[src/rtl/b64e_pkg.sv]
// shared types, constants and the base64 alphabet lookup for the stream encoder
package b64e_pkg;

  // number of work entries held between the front and back parts
  localparam int QUEUE_DEPTH = 2;

  // byte position within a 3-byte group
  localparam logic [1:0] POS_FIRST  = 2'd0;
  localparam logic [1:0] POS_SECOND = 2'd1;
  localparam logic [1:0] POS_THIRD  = 2'd2;

  // ascii code of the padding character
  localparam logic [7:0] PAD_CHAR = 8'h3D;

  // input transfer payload
  typedef struct packed {
    logic [7:0] data_byte;
    logic       final_byte;
  } in_item_t;

  // result transfer payload
  typedef struct packed {
    logic [7:0] out_char;
    logic       run_last;
    logic       message_end;
  } out_item_t;

  // one output character slot: a 6-bit symbol index or padding
  typedef struct packed {
    logic       pad;
    logic [5:0] idx;
  } b64e_slot_t;

  // work entry for one input byte: up to four characters
  typedef struct packed {
    b64e_slot_t [3:0] slots;
    logic [1:0]       last_idx;
    logic             fin;
  } b64e_job_t;

  // standard alphabet: A-Z a-z 0-9 + /
  function automatic logic [7:0] b64e_sym(input logic [5:0] v);
    logic [7:0] v8;
    logic [7:0] c;
    v8 = {2'b00, v};
    if (v < 6'd26) begin
      c = 8'h41 + v8;
    end else if (v < 6'd52) begin
      c = 8'h61 + (v8 - 8'd26);
    end else if (v < 6'd62) begin
      c = 8'h30 + (v8 - 8'd52);
    end else if (v == 6'd62) begin
      c = 8'h2B;
    end else begin
      c = 8'h2F;
    end
    return c;
  endfunction

endpackage

[src/rtl/b64e_front.sv]
// front part: accepts bytes, tracks group position and splits bits into symbols
module b64e_front (
  input  logic               clk,
  input  logic               rst_n,
  input  logic               in_valid,
  input  b64e_pkg::in_item_t in_data,
  input  logic               q_full,
  output logic               push,
  output b64e_pkg::b64e_job_t job
);
  import b64e_pkg::*;

  logic [1:0] group_position_r, group_position_nxt;
  logic [3:0] leftover_r, leftover_nxt;
  logic [7:0] b;
  logic       fin;

  assign b    = in_data.data_byte;
  assign fin  = in_data.final_byte;
  assign push = in_valid && !q_full;

  // classify the byte by its place in the group
  always_comb begin
    job                = '0;
    job.fin            = fin;
    group_position_nxt = group_position_r;
    leftover_nxt       = leftover_r;
    unique case (group_position_r)
      POS_SECOND: begin
        job.slots[0].idx   = {leftover_r[1:0], b[7:4]};
        leftover_nxt       = b[3:0];
        group_position_nxt = POS_THIRD;
        job.last_idx       = 2'd0;
        if (fin) begin
          job.slots[1].idx = {b[3:0], 2'b00};
          job.slots[2].pad = 1'b1;
          job.last_idx     = 2'd2;
        end
      end
      POS_THIRD: begin
        job.slots[0].idx   = {leftover_r, b[7:6]};
        job.slots[1].idx   = b[5:0];
        job.last_idx       = 2'd1;
        leftover_nxt       = 4'd0;
        group_position_nxt = POS_FIRST;
      end
      default: begin
        job.slots[0].idx   = b[7:2];
        leftover_nxt       = {2'b00, b[1:0]};
        group_position_nxt = POS_SECOND;
        job.last_idx       = 2'd0;
        if (fin) begin
          job.slots[1].idx = {b[1:0], 4'b0000};
          job.slots[2].pad = 1'b1;
          job.slots[3].pad = 1'b1;
          job.last_idx     = 2'd3;
        end
      end
    endcase
    if (fin) begin
      group_position_nxt = POS_FIRST;
      leftover_nxt       = 4'd0;
    end
  end

  // group state advances on each accepted transfer
  always_ff @(posedge clk) begin
    if (!rst_n) begin
      group_position_r <= POS_FIRST;
      leftover_r       <= 4'd0;
    end else if (push) begin
      group_position_r <= group_position_nxt;
      leftover_r       <= leftover_nxt;
    end
  end

endmodule

[src/rtl/b64e_queue.sv]
// short work queue between the front and back parts
module b64e_queue (
  input  logic                clk,
  input  logic                rst_n,
  input  logic                push,
  input  b64e_pkg::b64e_job_t push_job,
  input  logic                pop,
  output logic                full,
  output logic                head_valid,
  output b64e_pkg::b64e_job_t head_job
);
  import b64e_pkg::*;

  localparam int PTR_W = (QUEUE_DEPTH > 1) ? $clog2(QUEUE_DEPTH) : 1;
  localparam int CNT_W = $clog2(QUEUE_DEPTH + 1);

  b64e_job_t        entries_r [QUEUE_DEPTH];
  logic [PTR_W-1:0] wr_ptr_r, rd_ptr_r;
  logic [CNT_W-1:0] count_r;

  assign full       = (count_r == CNT_W'(QUEUE_DEPTH));
  assign head_valid = (count_r != '0);
  assign head_job   = entries_r[rd_ptr_r];

  // entry storage
  always_ff @(posedge clk) begin
    if (push) begin
      entries_r[wr_ptr_r] <= push_job;
    end
  end

  // pointers and fill count
  always_ff @(posedge clk) begin
    if (!rst_n) begin
      wr_ptr_r <= '0;
      rd_ptr_r <= '0;
      count_r  <= '0;
    end else begin
      if (push) begin
        wr_ptr_r <= (wr_ptr_r == PTR_W'(QUEUE_DEPTH - 1)) ? '0 : wr_ptr_r + 1'b1;
      end
      if (pop) begin
        rd_ptr_r <= (rd_ptr_r == PTR_W'(QUEUE_DEPTH - 1)) ? '0 : rd_ptr_r + 1'b1;
      end
      if (push && !pop) begin
        count_r <= count_r + 1'b1;
      end else if (pop && !push) begin
        count_r <= count_r - 1'b1;
      end
    end
  end

endmodule

[src/rtl/b64e_back.sv]
// back part: steps through queued characters and drives the result register
module b64e_back (
  input  logic                clk,
  input  logic                rst_n,
  input  logic                head_valid,
  input  b64e_pkg::b64e_job_t head_job,
  output logic                pop,
  output logic                out_valid,
  input  logic                out_stall,
  output b64e_pkg::out_item_t out_data
);
  import b64e_pkg::*;

  logic [1:0] k_r;
  logic       out_valid_r;
  out_item_t  out_data_r, out_data_nxt;
  logic       fire;
  logic       is_last;
  b64e_slot_t slot;

  assign fire    = head_valid && (!out_valid_r || !out_stall);
  assign is_last = (k_r == head_job.last_idx);
  assign pop     = fire && is_last;
  assign slot    = head_job.slots[k_r];

  // character for the current slot
  always_comb begin
    out_data_nxt.out_char    = slot.pad ? PAD_CHAR : b64e_sym(slot.idx);
    out_data_nxt.run_last    = is_last;
    out_data_nxt.message_end = is_last && head_job.fin;
  end

  // slot counter and output valid
  always_ff @(posedge clk) begin
    if (!rst_n) begin
      k_r         <= 2'd0;
      out_valid_r <= 1'b0;
    end else begin
      if (fire) begin
        k_r <= is_last ? 2'd0 : k_r + 2'd1;
      end
      if (fire) begin
        out_valid_r <= 1'b1;
      end else if (!out_stall) begin
        out_valid_r <= 1'b0;
      end
    end
  end

  // result payload
  always_ff @(posedge clk) begin
    if (fire) begin
      out_data_r <= out_data_nxt;
    end
  end

  assign out_valid = out_valid_r;
  assign out_data  = out_data_r;

  // a partly sent entry stays at the head of the queue
  a_head_held: assert property (@(posedge clk) disable iff (!rst_n)
    (k_r != 2'd0) |-> head_valid)
    else $error("slot counter advanced without a queued entry");

  // the counter never runs past the entry's last slot
  a_k_bound: assert property (@(posedge clk) disable iff (!rst_n)
    head_valid |-> (k_r <= head_job.last_idx))
    else $error("slot counter beyond last character");

  // message end only on the last character of an input
  a_end_last: assert property (@(posedge clk) disable iff (!rst_n)
    (fire && out_data_nxt.message_end) |=> (out_data_r.run_last && k_r == 2'd0))
    else $error("message end without run end");

endmodule

[src/rtl/base64_stream_encoder.sv]
// top level of the streaming base64 encoder
// Streaming base64 encoder, standard alphabet with '=' padding. Each input
// transfer carries one byte and a flag for the last byte of a message; each
// result transfer carries one character, a flag on the last character caused
// by that byte, and a flag on the final character of the message. A byte
// yields 1, 1 or 2 characters at group positions one, two and three, and 4, 3
// or 2 characters when it ends the message. The character sequencer emits one
// character per cycle while a queued entry waits and out_stall is low. A
// two-entry queue lets the input side accept a byte every cycle while it has
// room, and the output register keeps a result steady while out_stall is high.
module base64_stream_encoder (
  input  logic                clk,
  input  logic                rst_n,
  input  logic                in_valid,
  output logic                in_stall,
  input  b64e_pkg::in_item_t  in_data,
  output logic                out_valid,
  input  logic                out_stall,
  output b64e_pkg::out_item_t out_data
);
  import b64e_pkg::*;

  logic      push, pop, q_full, head_valid;
  b64e_job_t push_job, head_job;

  assign in_stall = q_full;

  // byte intake and symbol split
  b64e_front u_front (
    .clk     (clk),
    .rst_n   (rst_n),
    .in_valid(in_valid),
    .in_data (in_data),
    .q_full  (q_full),
    .push    (push),
    .job     (push_job)
  );

  // work queue
  b64e_queue u_queue (
    .clk       (clk),
    .rst_n     (rst_n),
    .push      (push),
    .push_job  (push_job),
    .pop       (pop),
    .full      (q_full),
    .head_valid(head_valid),
    .head_job  (head_job)
  );

  // character output
  b64e_back u_back (
    .clk       (clk),
    .rst_n     (rst_n),
    .head_valid(head_valid),
    .head_job  (head_job),
    .pop       (pop),
    .out_valid (out_valid),
    .out_stall (out_stall),
    .out_data  (out_data)
  );

endmodule
[config.mk]
export PLATFORM = sky130hd
export DESIGN_NAME = base64_stream_encoder
export DESIGN_NICKNAME = d
export VERILOG_FILES = /design/src/rtl/b64e_pkg.sv /design/src/rtl/b64e_front.sv /design/src/rtl/b64e_queue.sv /design/src/rtl/b64e_back.sv /design/src/rtl/base64_stream_encoder.sv
export SDC_FILE = /design/constraint.sdc
export NUM_CORES = 1
export LEC_CHECK = 0
export BUFFER_PORTS_ARGS = -buffer_cell sky130_fd_sc_hd__buf_4
export CAP_MARGIN = 20
export CORE_MARGIN = 2
export CORE_UTILIZATION = 40
export CTS_BUF_LIST = sky130_fd_sc_hd__clkbuf_4 sky130_fd_sc_hd__clkbuf_8
export CTS_CLUSTER_DIAMETER = 80
export DETAILED_ROUTE_END_ITERATION = 8
export SYNTH_ARGS = -nofsm -noshare
export SYNTH_HDL_FRONTEND = slang
export SYNTH_SLANG_ARGS = --single-unit
[constraint.sdc]
create_clock -name clk -period 5.58 [get_ports clk]
set_clock_uncertainty 0.2 [all_clocks]
set_input_delay 1.116 -clock clk [delete_from_list [all_inputs] [get_ports clk]]
set_output_delay 1.116 -clock clk [all_outputs]
set_load 0.01 [all_outputs]
==> impl_metrics.py <==
metrics = {
    "routing": {
        "avgViaCountPerCell": 5.106,
        "final_wl_mm": 5.502,
        "drc": 0,
        "postRouteAntennaNets": 0,
        "dr_total_vias": 1935,
        "wl_per_cell_um": 14.52,
        "first_pass_iters": 4,
        "drt_first_iter_violations": 111,
    },
    "floorplanning": {
        "initial_cell_density_of_the_core": 0.4131,
        "die_width_um": 90.56,
        "rows": 31,
        "io_pins": 25,
        "core_area_sq_um": 7253,
        "die_height_um": 90.56,
        "total_die_area_sq_um": 8200,
    },
    "clocking": {
        "clock_slew_at_the_register_clock_pins_of_the_worst_setup_and_hold_paths_ps": 70,
        "cts_max_level": 3,
        "tritoncts_buffer_count": 9,
        "clk_root_buffer_cell": "sky130_fd_sc_hd__clkbuf_8",
        "tritoncts_num_sinks": 58,
        "cts.repair_timing.setup_buffer_count": 0,
        "tritoncts_clock_tree": "built",
        "insertion_delay_ps": 340,
        "post_cts.resized_instances": 0,
        "clk_path_buf_depth": 2,
        "holdBufCountCts": 0,
    },
    "sta": {
        "min_period_ps": 3418,
        "worst_slew_pin_slew_ps": 683.7,
        "setup_repair_after_global_routing_missed_its_margin": "false",
        "drv_slew": 0,
        "hold-worst-slack_ps": 289.2,
        "setup_viol": 0,
        "setup-tns-final_ps": 0,
        "hold_viol_final": 0,
        "max-slew-margin-rel": 0.5435,
        "layout_worst_path_cycle_share": 0.6125,
        "fmax_mhz": 292.6,
    },
    "power": {
        "p_int_w": 0.001189,
        "clkPwrFrac": 0.185,
        "power_frac_comb": 0.458,
        "ir_worst_vdd_mv": 0.1656,
        "net-switching-power_w": 0.0006967,
        "power.leakage_nw": 1.249,
        "power.share.switching": 0.3695,
        "post-layout-total-power_w": 0.001886,
        "powerDensity_nw_per_um2": 549.4,
        "sequentialPowerShare": 0.357,
    },
    "run": {
        "max_cap_viol_count": 0,
    },
    "yosys": {
        "synth_sequential_area_ratio": 0.5344,
        "postSynthRegisterBits": 58,
        "yosys_warnings": 0,
        "synth.avg_cell_area_sq_um": 11.99,
        "synth_edf_count": 44,
        "yosysTopAreaCell": "sky130_fd_sc_hd__edfxtp_1",
        "synthesis.instances": 250,
        "synthArstFlopShare": 0,
        "synth_top_cell_area_share": 0.4409,
        "syn_nets": 275,
        "synth.distinct_cells": 52,
        "synth.cell_area_sq_um": 2997,
        "synthFlopType": "sky130_fd_sc_hd__edfxtp_1",
        "yosys-top-cells-area": "sky130_fd_sc_hd__edfxtp_1 44%, sky130_fd_sc_hd__dfxtp_1 9.4%, sky130_fd_sc_hd__ha_1 5.0%, sky130_fd_sc_hd__nor2b_1 2.9%, sky130_fd_sc_hd__a22oi_1 2.5%",
    },
    "global_routing": {
        "grt_max_degree": 24,
        "first_global_vias": 1896,
        "antenna_found_initial": 0,
        "grt_pass1_wl_mm": 9.453,
        "globalRouteOverflowTotal": 0,
        "gr_util_all_layers": 0.1490,
    },
    "layout": {
        "n_antenna_cell": 0,
        "mostFrequentLayoutCell": "sky130_fd_sc_hd__edfxtp_1",
        "area.growth.synth_to_final_pct": 14.53,
        "utilization": 0.4732,
        "drive_gt1_frac": 0.2000,
        "final_net_count": 300,
        "final_cell_mix": "44 x sky130_fd_sc_hd__edfxtp_1, 26 x sky130_fd_sc_hd__buf_4, 19 x sky130_fd_sc_hd__nand2_1",
    },
    "setup_path": {
        "timing.critical_path.from_type": "flip-flop",
        "required_ps": 5560,
        "crit_arrival_ps": 3400,
        "critPathCaptureType": "flip-flop",
        "critical_path_class": "flip-flop to flip-flop",
        "critPathMaxFanout": 12,
    },
    "worst_hold_path": {
        "hp-class": "flip-flop to flip-flop",
    },
    "run_status": {
        "status": "finished, final reports clean",
    },
    "placed_design": {
        "hpwl_dp_mm": 3.844,
        "finalWeightedCongestion": 0.8664,
        "port-buffer-count": 24,
    },
}
-- worst paths after layout --
kind | start | endpoint | slack [ps] | depth (start not counted)
max | flip-flop | u_back.out_data[6]$_SDFFCE_PP1P_ | 2160 | 9
min | u_back.out_valid$_SDFFE_PN0P_ | u_back.out_valid$_SDFFE_PN0P_ | 290 | 2
max reg2reg | flip-flop | u_back.out_data[6]$_SDFFCE_PP1P_ | 2160 | 9
min reg2reg | u_back.out_valid$_SDFFE_PN0P_ | u_back.out_valid$_SDFFE_PN0P_ | 290 | 2
-- kinds of logic (layout without fill, tap and decap cells) --
kind of cell / Yosys count / count (layout) / synth area share
AO/OA/AOI/OAI: 55 / 55 / 0.1424
XOR/XNOR: 10 / 10 / 0.02923
adder cells (fa/ha/maj): 12 / 12 / 0.05010
buffers and inverters: 22 / 52 / 0.03298
flip-flops: 58 / 58 / 0.5344
multiplexers: 12 / 12 / 0.06597
AND/OR/NAND/NOR: 81 / 81 / 0.1449
-- synthesized netlist by cell type, types with 3 or more instances --
cell                        n
sky130_fd_sc_hd__o21ai_0   11
sky130_fd_sc_hd__a32oi_1    3
sky130_fd_sc_hd__nand3_1    4
sky130_fd_sc_hd__nor3_1     4
sky130_fd_sc_hd__mux2i_1    4
sky130_fd_sc_hd__clkbuf_1   9
sky130_fd_sc_hd__inv_1      9
sky130_fd_sc_hd__ha_1      12
sky130_fd_sc_hd__a22oi_1   10
sky130_fd_sc_hd__a22o_1     3
sky130_fd_sc_hd__nand2_1   19
sky130_fd_sc_hd__nor2b_1   14
sky130_fd_sc_hd__a21oi_1    7
sky130_fd_sc_hd__xnor2_1    7
sky130_fd_sc_hd__and2_1     8
sky130_fd_sc_hd__mux4_2     3
sky130_fd_sc_hd__nor2_1    13
sky130_fd_sc_hd__edfxtp_1  44
sky130_fd_sc_hd__nand2b_1   5
sky130_fd_sc_hd__xor2_1     3
sky130_fd_sc_hd__nor3b_1    3
sky130_fd_sc_hd__dfxtp_1   14
-- metrics by stage --
| step | instance area, sq um | setup slack (ps) | cells |
|---|---|---|---|
| final | 3432 | 2162 | 379 |
| after global routing | 3432 | 1886 | 379 |
| after CTS | 3432 | 2132 | 379 |
| after detailed placement | 3254 | 2168 | 363 |
| after global placement | 3254 | 2208 | 363 |
| after floorplan | 2997 | 2762 | 250 |
-- worst max-delay path, cell delays in order, from the launching register on --
cell and delay, ps:
sky130_fd_sc_hd__dfxtp_1 760, sky130_fd_sc_hd__mux4_2 720, sky130_fd_sc_hd__and2_1 250, sky130_fd_sc_hd__ha_1 210
sky130_fd_sc_hd__nor3b_1 130, sky130_fd_sc_hd__a221o_1 430, sky130_fd_sc_hd__xnor2_1 180, sky130_fd_sc_hd__xnor2_1 140
sky130_fd_sc_hd__nand2_1 70, sky130_fd_sc_hd__a31oi_1 160
-- state kept, by name, summed over array words and instances (netlist names), named ones only --
| signal | flops |
|---|---|
| u_queue.count_r | 2 |
| u_front.group_position_r | 2 |
| u_queue.wr_ptr_r | 1 |
| u_front.leftover_r | 4 |
| u_back.out_data | 10 |
| u_queue.entries_r | 34 |
| u_back.out_valid | 1 |
| u_queue.rd_ptr_r | 1 |
| u_back.k_r | 2 |
-- cell type report --
type | count | area (sq um)
fillers | 669 | 3821
inverters | 10 | 37.54
clock buffers | 13 | 160.2
well taps | 99 | 123.9
clock inverters | 3 | 17.52
multi-input cells | 170 | 1296
repair buffers | 26 | 195.2
flip-flops and latches | 58 | 1602
-- routing by layer --
metal | GRT usage | wire, um | share of wire
met1 | 0.1922 | 2532 | 0.46
met2 | 0.2363 | 2638 | 0.48
met3 | 0.03339 | 232 | 0.042
met4 | 0.07436 | 98 | 0.018
met5 | 0 | 0 | 0
-- power groups by stage --
stage	Clock (W)	Combinational (W)	Sequential [W]
6_report	0.000350	0.000864	0.000673
5_1_grt	0.000376	0.000970	0.000687
4_1_cts	0.000356	0.000870	0.000674
3_5_place_dp	0	0.000860	0.000683
3_3_place_gp	0	0.000862	0.000681
2_1_floorplan	0	0.000682	0.000670
Note: power is estimated with default switching activity, not from simulation.
